## src/rtl/fmbq_pkg.sv

```systemverilog
// Shared constants, operation and status codes, and the command/status
// structs passed between the queue controller and datapath. No dependencies.
`timescale 1ns / 1ps
`default_nettype none

package fmbq_pkg;

   localparam int DATA_W           = 32;
   localparam int OP_W             = 3;
   localparam int STATUS_W         = 2;
   localparam int OCC_W            = 7;
   localparam int DEFAULT_CAPACITY = 64;

   localparam logic [OP_W-1:0] OP_PUSH_FRONT  = 3'd0;
   localparam logic [OP_W-1:0] OP_PUSH_MIDDLE = 3'd1;
   localparam logic [OP_W-1:0] OP_PUSH_BACK   = 3'd2;
   localparam logic [OP_W-1:0] OP_POP_FRONT   = 3'd3;
   localparam logic [OP_W-1:0] OP_POP_MIDDLE  = 3'd4;
   localparam logic [OP_W-1:0] OP_POP_BACK    = 3'd5;

   localparam logic [STATUS_W-1:0] STATUS_DONE  = 2'd0;
   localparam logic [STATUS_W-1:0] STATUS_EMPTY = 2'd1;
   localparam logic [STATUS_W-1:0] STATUS_FULL  = 2'd2;

   // The queue is split into a front half and a back half, each a ring deque.
   localparam logic HALF_FRONT = 1'b0;
   localparam logic HALF_BACK  = 1'b1;
   localparam logic END_HEAD   = 1'b0;
   localparam logic END_TAIL   = 1'b1;

   typedef struct packed {
      logic                acc_en;     // one ring access this cycle
      logic                acc_half;   // which half; also the capture source
      logic                acc_end;    // head or tail of that half
      logic                acc_push;   // write (push) or read (pop)
      logic                acc_xfer;   // write data from the other half's read port
      logic                load_word;  // latch request payload
      logic                cap_pop;    // capture read data as popped word
      logic                out_load;   // load response register
      logic [STATUS_W-1:0] status;
   } fmbq_cmd_type;

   typedef struct packed {
      logic empty;
      logic full;
      logic odd;
      logic single;
   } fmbq_stat_type;

endpackage

`default_nettype wire

```

## src/rtl/fmbq_if.sv

```systemverilog
// Valid/ready channel interfaces for queue requests and responses.
// Depends on fmbq_pkg for field widths.
`timescale 1ns / 1ps
`default_nettype none

interface fmbq_req_if;
   logic                             valid;
   logic                             ready;
   logic        [fmbq_pkg::OP_W-1:0]   op;
   logic signed [fmbq_pkg::DATA_W-1:0] push_value;

   modport source (output valid, output op, output push_value, input ready);
   modport sink   (input valid, input op, input push_value, output ready);
endinterface

interface fmbq_rsp_if;
   logic                                valid;
   logic                                ready;
   logic signed [fmbq_pkg::DATA_W-1:0]   popped_value;
   logic        [fmbq_pkg::STATUS_W-1:0] status;
   logic        [fmbq_pkg::OCC_W-1:0]    occupancy;

   modport source (output valid, output popped_value, output status, output occupancy,
                   input ready);
   modport sink   (input valid, input popped_value, input status, input occupancy,
                   output ready);
endinterface

`default_nettype wire

```

## src/rtl/fmbq_ram.sv

```systemverilog
// Generic single-write, single-read RAM with registered read data.
// No dependencies.
`timescale 1ns / 1ps
`default_nettype none

module fmbq_ram #(
   parameter int WIDTH = 32,
   parameter int DEPTH = 64
) (
   input  wire logic                     clock,
   input  wire logic                     we,
   input  wire logic [$clog2(DEPTH)-1:0] waddr,
   input  wire logic [WIDTH-1:0]         wdata,
   input  wire logic                     re,
   input  wire logic [$clog2(DEPTH)-1:0] raddr,
   output      logic [WIDTH-1:0]         rdata
);

   logic [WIDTH-1:0] mem_ff [DEPTH];
   logic [WIDTH-1:0] rdata_ff;

   always_ff @(posedge clock) begin
      if (we) begin
         mem_ff[waddr] <= wdata;
      end
      if (re) begin
         rdata_ff <= mem_ff[raddr];
      end
   end

   assign rdata = rdata_ff;

endmodule

`default_nettype wire

```

## src/rtl/fmbq_datapath.sv

```systemverilog
// Queue datapath: front and back half ring deques in two RAMs, their head
// and size registers, payload and response registers. Depends on fmbq_pkg, fmbq_ram.
`timescale 1ns / 1ps
`default_nettype none

module fmbq_datapath #(
   parameter int CAPACITY = fmbq_pkg::DEFAULT_CAPACITY
) (
   input  wire logic                                clock,
   input  wire logic                                reset,
   input  wire logic signed [fmbq_pkg::DATA_W-1:0]  req_push_value,
   input  wire fmbq_pkg::fmbq_cmd_type              cmd,
   output      fmbq_pkg::fmbq_stat_type             stat,
   output      logic signed [fmbq_pkg::DATA_W-1:0]  rsp_popped_value,
   output      logic        [fmbq_pkg::STATUS_W-1:0] rsp_status,
   output      logic        [fmbq_pkg::OCC_W-1:0]   rsp_occupancy
);

   localparam int AW    = (CAPACITY > 1) ? $clog2(CAPACITY) : 1;
   localparam int DEPTH = 2 ** AW;
   localparam int CW    = $clog2(CAPACITY + 1);
   localparam int DW    = fmbq_pkg::DATA_W;
   localparam int OW    = fmbq_pkg::OCC_W;

   logic [AW-1:0] fhead_ff, fhead_in, bhead_ff, bhead_in;
   logic [CW-1:0] fsize_ff, fsize_in, bsize_ff, bsize_in;
   logic [DW-1:0] word_ff, popped_ff;
   logic signed [DW-1:0]            popped_value_ff;
   logic [fmbq_pkg::STATUS_W-1:0]   status_ff;
   logic [OW-1:0]                   occupancy_ff;

   logic [AW-1:0] sel_head, tail_pos, acc_addr, new_head;
   logic [CW-1:0] sel_size, new_size, count;
   logic [CW+OW-1:0] count_wide;
   logic [DW-1:0] front_rdata, back_rdata, front_wdata, back_wdata, cap_data;
   logic          front_we, back_we, front_re, back_re;

   // ring pointer arithmetic for the selected half
   always_comb begin
      sel_head = (cmd.acc_half == fmbq_pkg::HALF_BACK) ? bhead_ff : fhead_ff;
      sel_size = (cmd.acc_half == fmbq_pkg::HALF_BACK) ? bsize_ff : fsize_ff;
      tail_pos = sel_head + AW'(sel_size);
      new_head = sel_head;
      if (cmd.acc_push) begin
         new_size = sel_size + CW'(1);
         if (cmd.acc_end == fmbq_pkg::END_HEAD) begin
            acc_addr = sel_head - AW'(1);
            new_head = acc_addr;
         end else begin
            acc_addr = tail_pos;
         end
      end else begin
         new_size = sel_size - CW'(1);
         if (cmd.acc_end == fmbq_pkg::END_HEAD) begin
            acc_addr = sel_head;
            new_head = sel_head + AW'(1);
         end else begin
            acc_addr = tail_pos - AW'(1);
         end
      end
   end

   always_comb begin
      fhead_in = fhead_ff;
      fsize_in = fsize_ff;
      bhead_in = bhead_ff;
      bsize_in = bsize_ff;
      if (cmd.acc_en) begin
         if (cmd.acc_half == fmbq_pkg::HALF_BACK) begin
            bhead_in = new_head;
            bsize_in = new_size;
         end else begin
            fhead_in = new_head;
            fsize_in = new_size;
         end
      end
   end

   always_ff @(posedge clock) begin
      if (reset) begin
         fhead_ff <= '0;
         fsize_ff <= '0;
         bhead_ff <= '0;
         bsize_ff <= '0;
      end else begin
         fhead_ff <= fhead_in;
         fsize_ff <= fsize_in;
         bhead_ff <= bhead_in;
         bsize_ff <= bsize_in;
      end
   end

   // a transfer between halves writes what the other half just read out
   assign front_we    = cmd.acc_en & cmd.acc_push & (cmd.acc_half == fmbq_pkg::HALF_FRONT);
   assign back_we     = cmd.acc_en & cmd.acc_push & (cmd.acc_half == fmbq_pkg::HALF_BACK);
   assign front_re    = cmd.acc_en & ~cmd.acc_push & (cmd.acc_half == fmbq_pkg::HALF_FRONT);
   assign back_re     = cmd.acc_en & ~cmd.acc_push & (cmd.acc_half == fmbq_pkg::HALF_BACK);
   assign front_wdata = cmd.acc_xfer ? back_rdata : word_ff;
   assign back_wdata  = cmd.acc_xfer ? front_rdata : word_ff;

   fmbq_ram #(.WIDTH(DW), .DEPTH(DEPTH)) u_front_ram (
      .clock (clock),
      .we    (front_we),
      .waddr (acc_addr),
      .wdata (front_wdata),
      .re    (front_re),
      .raddr (acc_addr),
      .rdata (front_rdata)
   );

   fmbq_ram #(.WIDTH(DW), .DEPTH(DEPTH)) u_back_ram (
      .clock (clock),
      .we    (back_we),
      .waddr (acc_addr),
      .wdata (back_wdata),
      .re    (back_re),
      .raddr (acc_addr),
      .rdata (back_rdata)
   );

   assign cap_data   = (cmd.acc_half == fmbq_pkg::HALF_BACK) ? back_rdata : front_rdata;
   assign count      = CW'(fsize_ff + bsize_ff);
   assign count_wide = (CW + OW)'(count);

   always_ff @(posedge clock) begin
      if (cmd.load_word) begin
         word_ff   <= req_push_value;
         popped_ff <= '1;
      end else if (cmd.cap_pop) begin
         popped_ff <= cap_data;
      end
      if (cmd.out_load) begin
         popped_value_ff <= popped_ff;
         status_ff       <= cmd.status;
         occupancy_ff    <= count_wide[OW-1:0];
      end
   end

   assign stat.empty  = (count == '0);
   assign stat.full   = (count == CW'(CAPACITY));
   assign stat.odd    = count[0];
   assign stat.single = (count == CW'(1));

   assign rsp_popped_value = popped_value_ff;
   assign rsp_status       = status_ff;
   assign rsp_occupancy    = occupancy_ff;

endmodule

`default_nettype wire

```

## src/rtl/fmbq_ctrl.sv

```systemverilog
// Queue controller: decodes the request into a primary ring access plus an
// optional rebalance move, and sequences the datapath. Depends on fmbq_pkg.
`timescale 1ns / 1ps
`default_nettype none

module fmbq_ctrl (
   input  wire logic                          clock,
   input  wire logic                          reset,
   input  wire logic                          req_valid,
   input  wire logic [fmbq_pkg::OP_W-1:0]     req_op,
   output      logic                          req_ready,
   output      logic                          rsp_valid,
   input  wire logic                          rsp_ready,
   input  wire fmbq_pkg::fmbq_stat_type       stat,
   output      fmbq_pkg::fmbq_cmd_type        cmd
);

   typedef enum logic [5:0] {
      ST_IDLE    = 6'b000001,
      ST_PRIM    = 6'b000010,
      ST_POPWAIT = 6'b000100,
      ST_BREAD   = 6'b001000,
      ST_BWRITE  = 6'b010000,
      ST_DONE    = 6'b100000
   } state_type;

   state_type state_ff, state_in;

   logic half_ff, end_ff, push_ff, bal_ff, src_ff, rsp_valid_ff;
   logic [fmbq_pkg::STATUS_W-1:0] status_ff;

   logic plan_run, plan_half, plan_end, plan_push, plan_bal, plan_src;
   logic [fmbq_pkg::STATUS_W-1:0] plan_status;
   logic accept, out_free;

   // Invariant: front half holds floor(count/2) entries; middle sits at the seam.
   always_comb begin
      plan_run    = 1'b0;
      plan_half   = fmbq_pkg::HALF_FRONT;
      plan_end    = fmbq_pkg::END_HEAD;
      plan_push   = 1'b0;
      plan_bal    = 1'b0;
      plan_src    = fmbq_pkg::HALF_FRONT;
      plan_status = fmbq_pkg::STATUS_DONE;
      case (req_op)
         fmbq_pkg::OP_PUSH_FRONT: begin
            plan_push = 1'b1;
            plan_bal  = ~stat.odd;
            if (stat.full) plan_status = fmbq_pkg::STATUS_FULL;
            else           plan_run    = 1'b1;
         end
         fmbq_pkg::OP_PUSH_MIDDLE: begin
            plan_push = 1'b1;
            plan_half = fmbq_pkg::HALF_BACK;
            plan_bal  = stat.odd;
            plan_src  = fmbq_pkg::HALF_BACK;
            if (stat.full) plan_status = fmbq_pkg::STATUS_FULL;
            else           plan_run    = 1'b1;
         end
         fmbq_pkg::OP_PUSH_BACK: begin
            plan_push = 1'b1;
            plan_half = fmbq_pkg::HALF_BACK;
            plan_end  = fmbq_pkg::END_TAIL;
            plan_bal  = stat.odd;
            plan_src  = fmbq_pkg::HALF_BACK;
            if (stat.full) plan_status = fmbq_pkg::STATUS_FULL;
            else           plan_run    = 1'b1;
         end
         fmbq_pkg::OP_POP_FRONT: begin
            // with one entry the front half is empty
            plan_half = stat.single ? fmbq_pkg::HALF_BACK : fmbq_pkg::HALF_FRONT;
            plan_bal  = stat.odd & ~stat.single;
            plan_src  = fmbq_pkg::HALF_BACK;
            if (stat.empty) plan_status = fmbq_pkg::STATUS_EMPTY;
            else            plan_run    = 1'b1;
         end
         fmbq_pkg::OP_POP_MIDDLE: begin
            plan_half = stat.odd ? fmbq_pkg::HALF_BACK : fmbq_pkg::HALF_FRONT;
            plan_end  = stat.odd ? fmbq_pkg::END_HEAD : fmbq_pkg::END_TAIL;
            if (stat.empty) plan_status = fmbq_pkg::STATUS_EMPTY;
            else            plan_run    = 1'b1;
         end
         fmbq_pkg::OP_POP_BACK: begin
            plan_half = fmbq_pkg::HALF_BACK;
            plan_end  = fmbq_pkg::END_TAIL;
            plan_bal  = ~stat.odd;
            plan_src  = fmbq_pkg::HALF_FRONT;
            if (stat.empty) plan_status = fmbq_pkg::STATUS_EMPTY;
            else            plan_run    = 1'b1;
         end
         default: begin
            plan_run = 1'b0;
         end
      endcase
   end

   assign req_ready = (state_ff == ST_IDLE);
   assign accept    = req_valid & req_ready;
   assign out_free  = ~rsp_valid_ff | rsp_ready;

   always_comb begin
      state_in      = state_ff;
      cmd           = '0;
      cmd.status    = status_ff;
      cmd.acc_half  = half_ff;
      case (state_ff)
         ST_IDLE: begin
            cmd.load_word = accept;
            if (accept) state_in = plan_run ? ST_PRIM : ST_DONE;
         end
         ST_PRIM: begin
            cmd.acc_en   = 1'b1;
            cmd.acc_end  = end_ff;
            cmd.acc_push = push_ff;
            if (!push_ff)    state_in = ST_POPWAIT;
            else if (bal_ff) state_in = ST_BREAD;
            else             state_in = ST_DONE;
         end
         ST_POPWAIT: begin
            cmd.cap_pop = 1'b1;
            state_in    = bal_ff ? ST_BREAD : ST_DONE;
         end
         ST_BREAD: begin
            // front half gives its tail, back half gives its head
            cmd.acc_en   = 1'b1;
            cmd.acc_half = src_ff;
            cmd.acc_end  = (src_ff == fmbq_pkg::HALF_FRONT) ? fmbq_pkg::END_TAIL
                                                           : fmbq_pkg::END_HEAD;
            state_in     = ST_BWRITE;
         end
         ST_BWRITE: begin
            cmd.acc_en   = 1'b1;
            cmd.acc_half = ~src_ff;
            cmd.acc_end  = (src_ff == fmbq_pkg::HALF_FRONT) ? fmbq_pkg::END_HEAD
                                                           : fmbq_pkg::END_TAIL;
            cmd.acc_push = 1'b1;
            cmd.acc_xfer = 1'b1;
            state_in     = ST_DONE;
         end
         ST_DONE: begin
            cmd.out_load = out_free;
            if (out_free) state_in = ST_IDLE;
         end
         default: begin
            state_in = ST_IDLE;
         end
      endcase
   end

   always_ff @(posedge clock) begin
      if (reset) begin
         state_ff     <= ST_IDLE;
         rsp_valid_ff <= 1'b0;
      end else begin
         state_ff <= state_in;
         if (cmd.out_load)   rsp_valid_ff <= 1'b1;
         else if (rsp_ready) rsp_valid_ff <= 1'b0;
      end
   end

   always_ff @(posedge clock) begin
      if (accept) begin
         half_ff   <= plan_half;
         end_ff    <= plan_end;
         push_ff   <= plan_push;
         bal_ff    <= plan_bal;
         src_ff    <= plan_src;
         status_ff <= plan_status;
      end
   end

   assign rsp_valid = rsp_valid_ff;

endmodule

`default_nettype wire

```

## src/rtl/front_middle_back_queue_top.sv

```systemverilog
// Top level of the front/middle/back queue: controller plus datapath.
// Depends on fmbq_pkg, fmbq_if, fmbq_ctrl, fmbq_datapath.
//
//   channel   dir  handshake            payload
//   req_chan  in   valid/ready          op, push_value
//   rsp_chan  out  valid/ready          popped_value, status, occupancy
//
// One request at a time. A rejected or unused op goes straight to done; a
// push makes one ring access; a pop makes one and captures the word from the
// registered read port of the half RAM; a rebalance reads and writes one word
// across the seam. Reset clears both halves to empty; RAM is not cleared.
// A new request is taken while a response waits; it finishes once rsp is free.
`timescale 1ns / 1ps
`default_nettype none

module front_middle_back_queue_top #(
   parameter int CAPACITY = fmbq_pkg::DEFAULT_CAPACITY
) (
   input  wire logic   clock,
   input  wire logic   reset,
   fmbq_req_if.sink    req_chan,
   fmbq_rsp_if.source  rsp_chan
);

   fmbq_pkg::fmbq_cmd_type  cmd;
   fmbq_pkg::fmbq_stat_type stat;

   fmbq_ctrl u_ctrl (
      .clock     (clock),
      .reset     (reset),
      .req_valid (req_chan.valid),
      .req_op    (req_chan.op),
      .req_ready (req_chan.ready),
      .rsp_valid (rsp_chan.valid),
      .rsp_ready (rsp_chan.ready),
      .stat      (stat),
      .cmd       (cmd)
   );

   fmbq_datapath #(.CAPACITY(CAPACITY)) u_datapath (
      .clock            (clock),
      .reset            (reset),
      .req_push_value   (req_chan.push_value),
      .cmd              (cmd),
      .stat             (stat),
      .rsp_popped_value (rsp_chan.popped_value),
      .rsp_status       (rsp_chan.status),
      .rsp_occupancy    (rsp_chan.occupancy)
   );

endmodule

`default_nettype wire
```

## src/flat_wrapper.sv

```systemverilog
// flat-port wrapper written by rule: the top's interface ports become plain ports
module front_middle_back_queue_top_flat 
#(
   parameter int CAPACITY = fmbq_pkg::DEFAULT_CAPACITY
)
  (clock, reset, req_chan_valid, req_chan_op, req_chan_push_value, req_chan_ready, rsp_chan_valid, rsp_chan_popped_value, rsp_chan_status, rsp_chan_occupancy, rsp_chan_ready);
  fmbq_req_if req_chan_i ();
  fmbq_rsp_if rsp_chan_i ();
  input  wire logic clock;
  input  wire logic reset;
  input wire logic [$bits(req_chan_i.valid)-1:0] req_chan_valid;
  input wire logic [$bits(req_chan_i.op)-1:0] req_chan_op;
  input wire logic [$bits(req_chan_i.push_value)-1:0] req_chan_push_value;
  output wire logic [$bits(req_chan_i.ready)-1:0] req_chan_ready;
  output wire logic [$bits(rsp_chan_i.valid)-1:0] rsp_chan_valid;
  output wire logic [$bits(rsp_chan_i.popped_value)-1:0] rsp_chan_popped_value;
  output wire logic [$bits(rsp_chan_i.status)-1:0] rsp_chan_status;
  output wire logic [$bits(rsp_chan_i.occupancy)-1:0] rsp_chan_occupancy;
  input wire logic [$bits(rsp_chan_i.ready)-1:0] rsp_chan_ready;
  assign req_chan_i.valid = req_chan_valid;
  assign req_chan_i.op = req_chan_op;
  assign req_chan_i.push_value = req_chan_push_value;
  assign req_chan_ready = req_chan_i.ready;
  assign rsp_chan_valid = rsp_chan_i.valid;
  assign rsp_chan_popped_value = rsp_chan_i.popped_value;
  assign rsp_chan_status = rsp_chan_i.status;
  assign rsp_chan_occupancy = rsp_chan_i.occupancy;
  assign rsp_chan_i.ready = rsp_chan_ready;
  front_middle_back_queue_top #(.CAPACITY(CAPACITY)) u_core (.clock(clock), .reset(reset), .req_chan(req_chan_i), .rsp_chan(rsp_chan_i));
endmodule
```

## config.mk

```make
export PLATFORM = sky130hd
export DESIGN_NAME = front_middle_back_queue_top_flat
export DESIGN_NICKNAME = d
export VERILOG_FILES = /design/src/rtl/fmbq_pkg.sv /design/src/rtl/fmbq_if.sv /design/src/rtl/fmbq_ram.sv /design/src/rtl/fmbq_datapath.sv /design/src/rtl/fmbq_ctrl.sv /design/src/rtl/front_middle_back_queue_top.sv /design/src/flat_wrapper.sv
export SDC_FILE = /design/constraint.sdc
export NUM_CORES = 2
export LEC_CHECK = 0
export BUFFER_PORTS_ARGS = -buffer_cell sky130_fd_sc_hd__buf_2
export CAP_MARGIN = 20
export CORE_MARGIN = 8
export CORE_UTILIZATION = 50
export DETAILED_ROUTE_END_ITERATION = 7
export PLACE_DENSITY = 0.65
export SYNTH_ARGS = -nofsm -noshare
export SYNTH_HDL_FRONTEND = slang
export SYNTH_HIERARCHICAL = 1
export SYNTH_SLANG_ARGS = --single-unit
```

## constraint.sdc

```tcl
create_clock -name clock -period 9.43 [get_ports clock]
set_input_delay 0.943 -clock clock [delete_from_list [all_inputs] [get_ports clock]]
set_output_delay 0.943 -clock clock [all_outputs]
set_load 0.05 [all_outputs]
```

# Yosys cells after proc, flatten, opt, wreduce, memory -nomap -nowiden
# Memories as Yosys holds them, arrays and structs flattened. A register that Yosys moved wholly into a read port is not among the register bits.
# Index checks and enable logic that the tools add are counted.
# Widths: inputs -> output; s select.
[totals] ff_bits=145 latch_bits=0 ram_bits=4096 rom_bits=0 input_bits=39 output_inout_bits=43 wordCells=118 n_memories=2
[memory_table] memory="u_core.u_datapath.u_back_ram.mem_ff" words=64 width=32 rd=1 rd_ports_with_merged_regs=1 wr=1 line="fmbq_ram.sv:19" source="logic [WIDTH-1:0] mem_ff [DEPTH];"
[memory_table] memory="u_core.u_datapath.u_front_ram.mem_ff" words=64 width=32 rd=1 rd_ports_with_merged_regs=1 wr=1 line="fmbq_ram.sv:19"
[op_classes] add_sub_neg=7 mul=0 div_mod_pow=0 magnitude_cmp=0 n_eq_ne=15 shifts=0 muxes=48 n_bitwise=15 n_reduce_logical=14
[op_table] cell="$mux 32" n=3
[op_table] cell="$mux 6" n=12
[op_table] cell="$pmux 6 s6" n=1
[op_table] cell="$mux 1" n=21
[op_table] cell="$reduce_or 3->1" n=5
[op_table] cell="$mux 7" n=2
[op_table] cell="$sub 6x1->6 const B" n=2
[op_table] cell="$pmux 1 s3" n=3
[op_table] cell="$and 1x1->1" n=8
[op_table] cell="$pmux 1 s2" n=4
[op_table] cell="$add 7x1->7 const B" n=1
[op_table] cell="$add 7x7->7" n=1
[op_table] cell="$eq 7x1->1 const B" n=1
[op_table] cell="$eq 7x7->1 const B" n=1
[op_table] cell="$logic_not 7->1" n=1
[op_table] cell="$sub 7x1->7 const B" n=1
[op_table] cell="$add 6x1->6 const B" n=1
[op_table] cell="$add 6x6->6" n=1
[op_table] cell="$eq 3x2->1 const B" n=2
[op_table] cell="$eq 3x3->1 const B" n=2
[op_table] cell="$eq 6x1->1 const B" n=1
[op_table] cell="$eq 6x2->1 const B" n=1
[op_table] cell="$eq 6x3->1 const B" n=1
[op_table] cell="$eq 6x4->1 const B" n=1
[op_table] cell="other kinds (13)" n=22

# Depth between registers and ports, before layout
[logic_depth] word_depth=7 mapped_depth=26

# Modules after synthesis
# The synthesis kept the hierarchy.
[by_module_without_submodules] mod="fmbq_ram" instances=2 cells_per_inst=3324 area_per_inst_um2=78835.6
[by_module_without_submodules] mod="fmbq_datapath" instances=1 cells_per_inst=709 area_per_inst_um2=6740.2
[by_module_without_submodules] mod="fmbq_ctrl" instances=1 cells_per_inst=90 area_per_inst_um2=815.8

# Least setup slack after synthesis
# OpenSTA, ideal clock, no wires.
[synth_timing] path_type="reg2reg" startpoint="register u_core.u_ctrl.state_ff[0]" endpoint="memory u_core.u_datapath.u_back_ram.mem_ff[49][0], enable pin" setup_ps=461 arrival_time_ps=6537 t_required_ps=8969 slack_ps=2433 stages_incl_launch_ff=20 n_path_buf=5 cell_sequence="dfxtp_1 nor4_1 nand3b_1 inv_1 a211oi_1 a31oi_1 buf_6 buf_6 buf_2 buf_2 mux2_2 ha_1 or2_1 a311oi_1 or4_1 a211o_1 o211ai_1 clkbuf_1 nand4_1 nor3_1"
[synth_rtl] item="from (decl)" line="fmbq_ctrl.sv:27" source="state_type state_ff, state_in;"
[synth_rtl] item="from (signal assigned)" line="fmbq_ctrl.sv:155" source="state_ff <= state_in;"
[synth_rtl] item="to (decl)" line="fmbq_ram.sv:19"

==> results.md <==
* Status: complete, no violations
* Post-CTS Setup Inserts at 0
* Synth warn at 6
* H-Tree Depth at 5
* Cts hold-fix bufs at 0
* Tcrit/Tclk final at 82.1%
* CP Data Required Time at 10.05 ns
* Min Hold Slack at 0.214 ns
* RSZ-0062 raised after global routing: no
* GRT overflow at 0
* Slew @ Worst Pin at 1.13 ns
* Placed cell count at 11800
* IO Count at 82
* Routed len/inst at 33.7 um
* Synth Flop Type: edfxtp_1
* Gate power share at 4.4%
* DP Wirelength at 246 mm
* Post-synth cell types at 71
* Power density cells at 214 nW/um^2
* Fin cells at 12600
* CTS Buffer Depth at 4
* Crit. End Element: register
* Final nets at 7899
* DRC at 0
* Site Rows at 211
* First-pass GRT wire length at 600 mm
* Die Wd at 591 um
* Via Count at 79700
* Hold Vio Cnt, Final at 0
* #FFs+latches synth at 4305
* Flop pwr share at 53.3%
* Via density at 6.34
* Initial core utilization at 50.1%
* Total GRT Usage at 23.9%
* Initial DRT Pass Iterations at 6
* Slew headroom at 24.7%
* Drt total wl at 423 mm
* Hold Path Depth at 1
* PostCTS Resize Cnt at 0
* RD Place Congestion at 0.834
* Final Core Density at 56.8%
* Clk slew on worst S/H paths at 0.06 ns
* Top-area cell type share of the netlist area at 77.1%
* Slew Viols, Final at 0
* Minimum clock period at 7.74 ns
* Area contributors post-synth: edfxtp_1, mux4_2, mux2i_1
* Sw Ratio at 20.8%
* Mapped Cells at 7447
* Initial antenna violation count at 17
* Core footprint at 330000 sq um
* Initial drt markers at 9735
* Inserted Clock Buffers at 422
* Max rail drop VDD at 0.183 mV
* Vias in the first global route at 80500
* Layout cells sized above 1 at 28.6%
* Most common cell in the netlist: edfxtp_1
* Setup-failing EPs final at 0
* Final setup TNS at 0 ns
* Synthesized net count at 7508
* Vert. Die Dim at 591 um
* Internal Power at 31700 uW
* Worst Setup Path Type: reg -> reg
* Post-DRT Antenna Nets at 0
* Max Freq at 129 MHz
* Crit path DAT at 8.36 ns
* Area grow syn2layout at 13.4%
* Pin count of the biggest net entering global routing at 115
* CTS tree: done
* CTS sink cnt at 4305
* Worst min-delay path class: in -> reg
* Area leader, netlist: edfxtp_1
* Part of the Yosys area used for sequential elements at 77.8%
* Asr flop ratio synth at 0%
* Avg Inst Size Synth at 22.2 sq um
* Clock Latency Late Sink at 0.92 ns
* Static leakage at 0.0564 uW
* Clk network pwr share at 42.3%
* Synth top cells by count: edfxtp_1, mux4_2, nor2_1
* Final clock skew at 0.0685 ns
* Critical Path Source Type: register
* Max-cap violations at 0
* Post-Syn Area at 165000 sq um
* Die area at 349000 sq um
* CTS root buffer: clkbuf_16
* Psw at 8320 uW
* Port Buf Inserts at 81
* EDFF count, synth at 4240
* Max FO, Critical Path at 75
* R2R cell count at 18
-- power by group through the flow --
stage | Clock [uW] | Combinational [uW] | Sequential, uW
2_1_floorplan | 0 | 1010 | 21800
3_3_place_gp | 0 | 1670 | 21800
3_5_place_dp | 0 | 1740 | 21800
4_1_cts | 17200 | 1740 | 21400
5_1_grt | 17900 | 1870 | 21300
6_report | 16900 | 1780 | 21300
-- layout make-up --
class	instances	area, sq um
Clock buffer	512	11300
Multi-Input combinational cell	2709	35800
Fill cell	23600	142000
Antenna cell	15	37.5
Tap cell	4366	5460
Inverter	26	106
Sequential cell	4305	129000
Timing Repair Buffer	374	3500
Clock inverter	260	2570
-- critical path, cell delays in order (launching register included) --
cell      delay [ns]
dfxtp_1         0.35
nor4_1          0.47
nand3b_1        0.23
clkinv_2        0.27
a211oi_1        0.13
a31oi_4         0.42
mux2_1          0.44
ha_1            0.26
inv_1           0.09
fa_1            0.45
ha_1            0.31
mux4_2          0.53
inv_8           0.54
buf_4           0.77
mux4_2          0.61
o221ai_1        0.21
a21oi_1         0.21
a21oi_1         0.90
nor2_1          0.11
-- per-layer routing --
metal,GRT usage (%),vias up,wire [um]
met5,0,-,80
met4,8.58,12,17800
met3,3.27,727,32300
met2,40.2,3739,211000
met1,32.4,43000,162000
li1,-,32200,-
-- cell families after synthesis --
logic type,share of synthesized area (%)
compound gates,2.06
xor+xnor,0.133
simple gates,2.27
buf+inv,1.25
flops,77.8
mux,16.3
fa+ha+maj,0.180
-- path summary, 6_finish.rpt --
| path | from | to | slack (ns) |
|---|---|---|---|
| max | u_core/u_ctrl/state_ff[5] | u_core/u_datapath/u_back_ram/rdata[29] | 1.69 |
| min | req_chan_push_value[10] | u_core/u_datapath/word_ff[10] | 0.21 |
| max reg2reg | u_core/u_ctrl/state_ff[5] | u_core/u_datapath/u_back_ram/rdata[29] | 1.69 |
| min reg2reg | u_core/u_datapath/popped_ff[9] | u_core/u_datapath/rsp_popped_value[9] | 0.39 |
-- sequential cells by signal, indices dropped and copies added, names as in the netlist, 2 cells and up --
register	flops
u_core/u_datapath/u_front_ram/mem_ff	2048
u_core/u_datapath/fsize_ff	7
u_core/u_datapath/popped_ff	32
u_core/u_datapath/u_front_ram/rdata	32
u_core/u_datapath/rsp_status	2
u_core/u_datapath/bsize_ff	7
u_core/u_ctrl/state_ff	6
u_core/u_datapath/u_back_ram/mem_ff	2048
u_core/u_datapath/u_back_ram/rdata	32
u_core/u_datapath/bhead_ff	6
u_core/u_datapath/rsp_occupancy	7
u_core/u_ctrl/status_ff	2
u_core/u_datapath/fhead_ff	6
u_core/u_datapath/rsp_popped_value	32
u_core/u_datapath/word_ff	32
-- stage by stage --
stage,setup slack (ns),total power [uW],instance area (sq um)
2_1_floorplan,2.43,22800,165000
3_3_place_gp,1.69,23400,173000
3_5_place_dp,1.74,23500,173000
4_1_cts,1.74,40300,187000
5_1_grt,1.37,41100,187000
6_report,1.69,40100,187000
-- layout by cell type, fill, tap and decap left out, drive strengths merged, types with 12 or more instances in the layout --
cell type and instances:
a311oi 17, xnor2 16, clkbuf 512, ha 19, edfxtp 4240, o21ai 20, nand3b 21, nor3 23
or2 43, nand2 211, nand3 15, clkinvlp 24, nand2b 56, clkinv 181, a22oi 24, o22ai 170
o221ai 55, diode 15, a211oi 12, a21oi 185, inv 31, nor2 334, bufinv 50, buf 374
dfxtp 65, mux4 1089, mux2i 228, nor2b 35
Power figures use the tool's default switching activity.
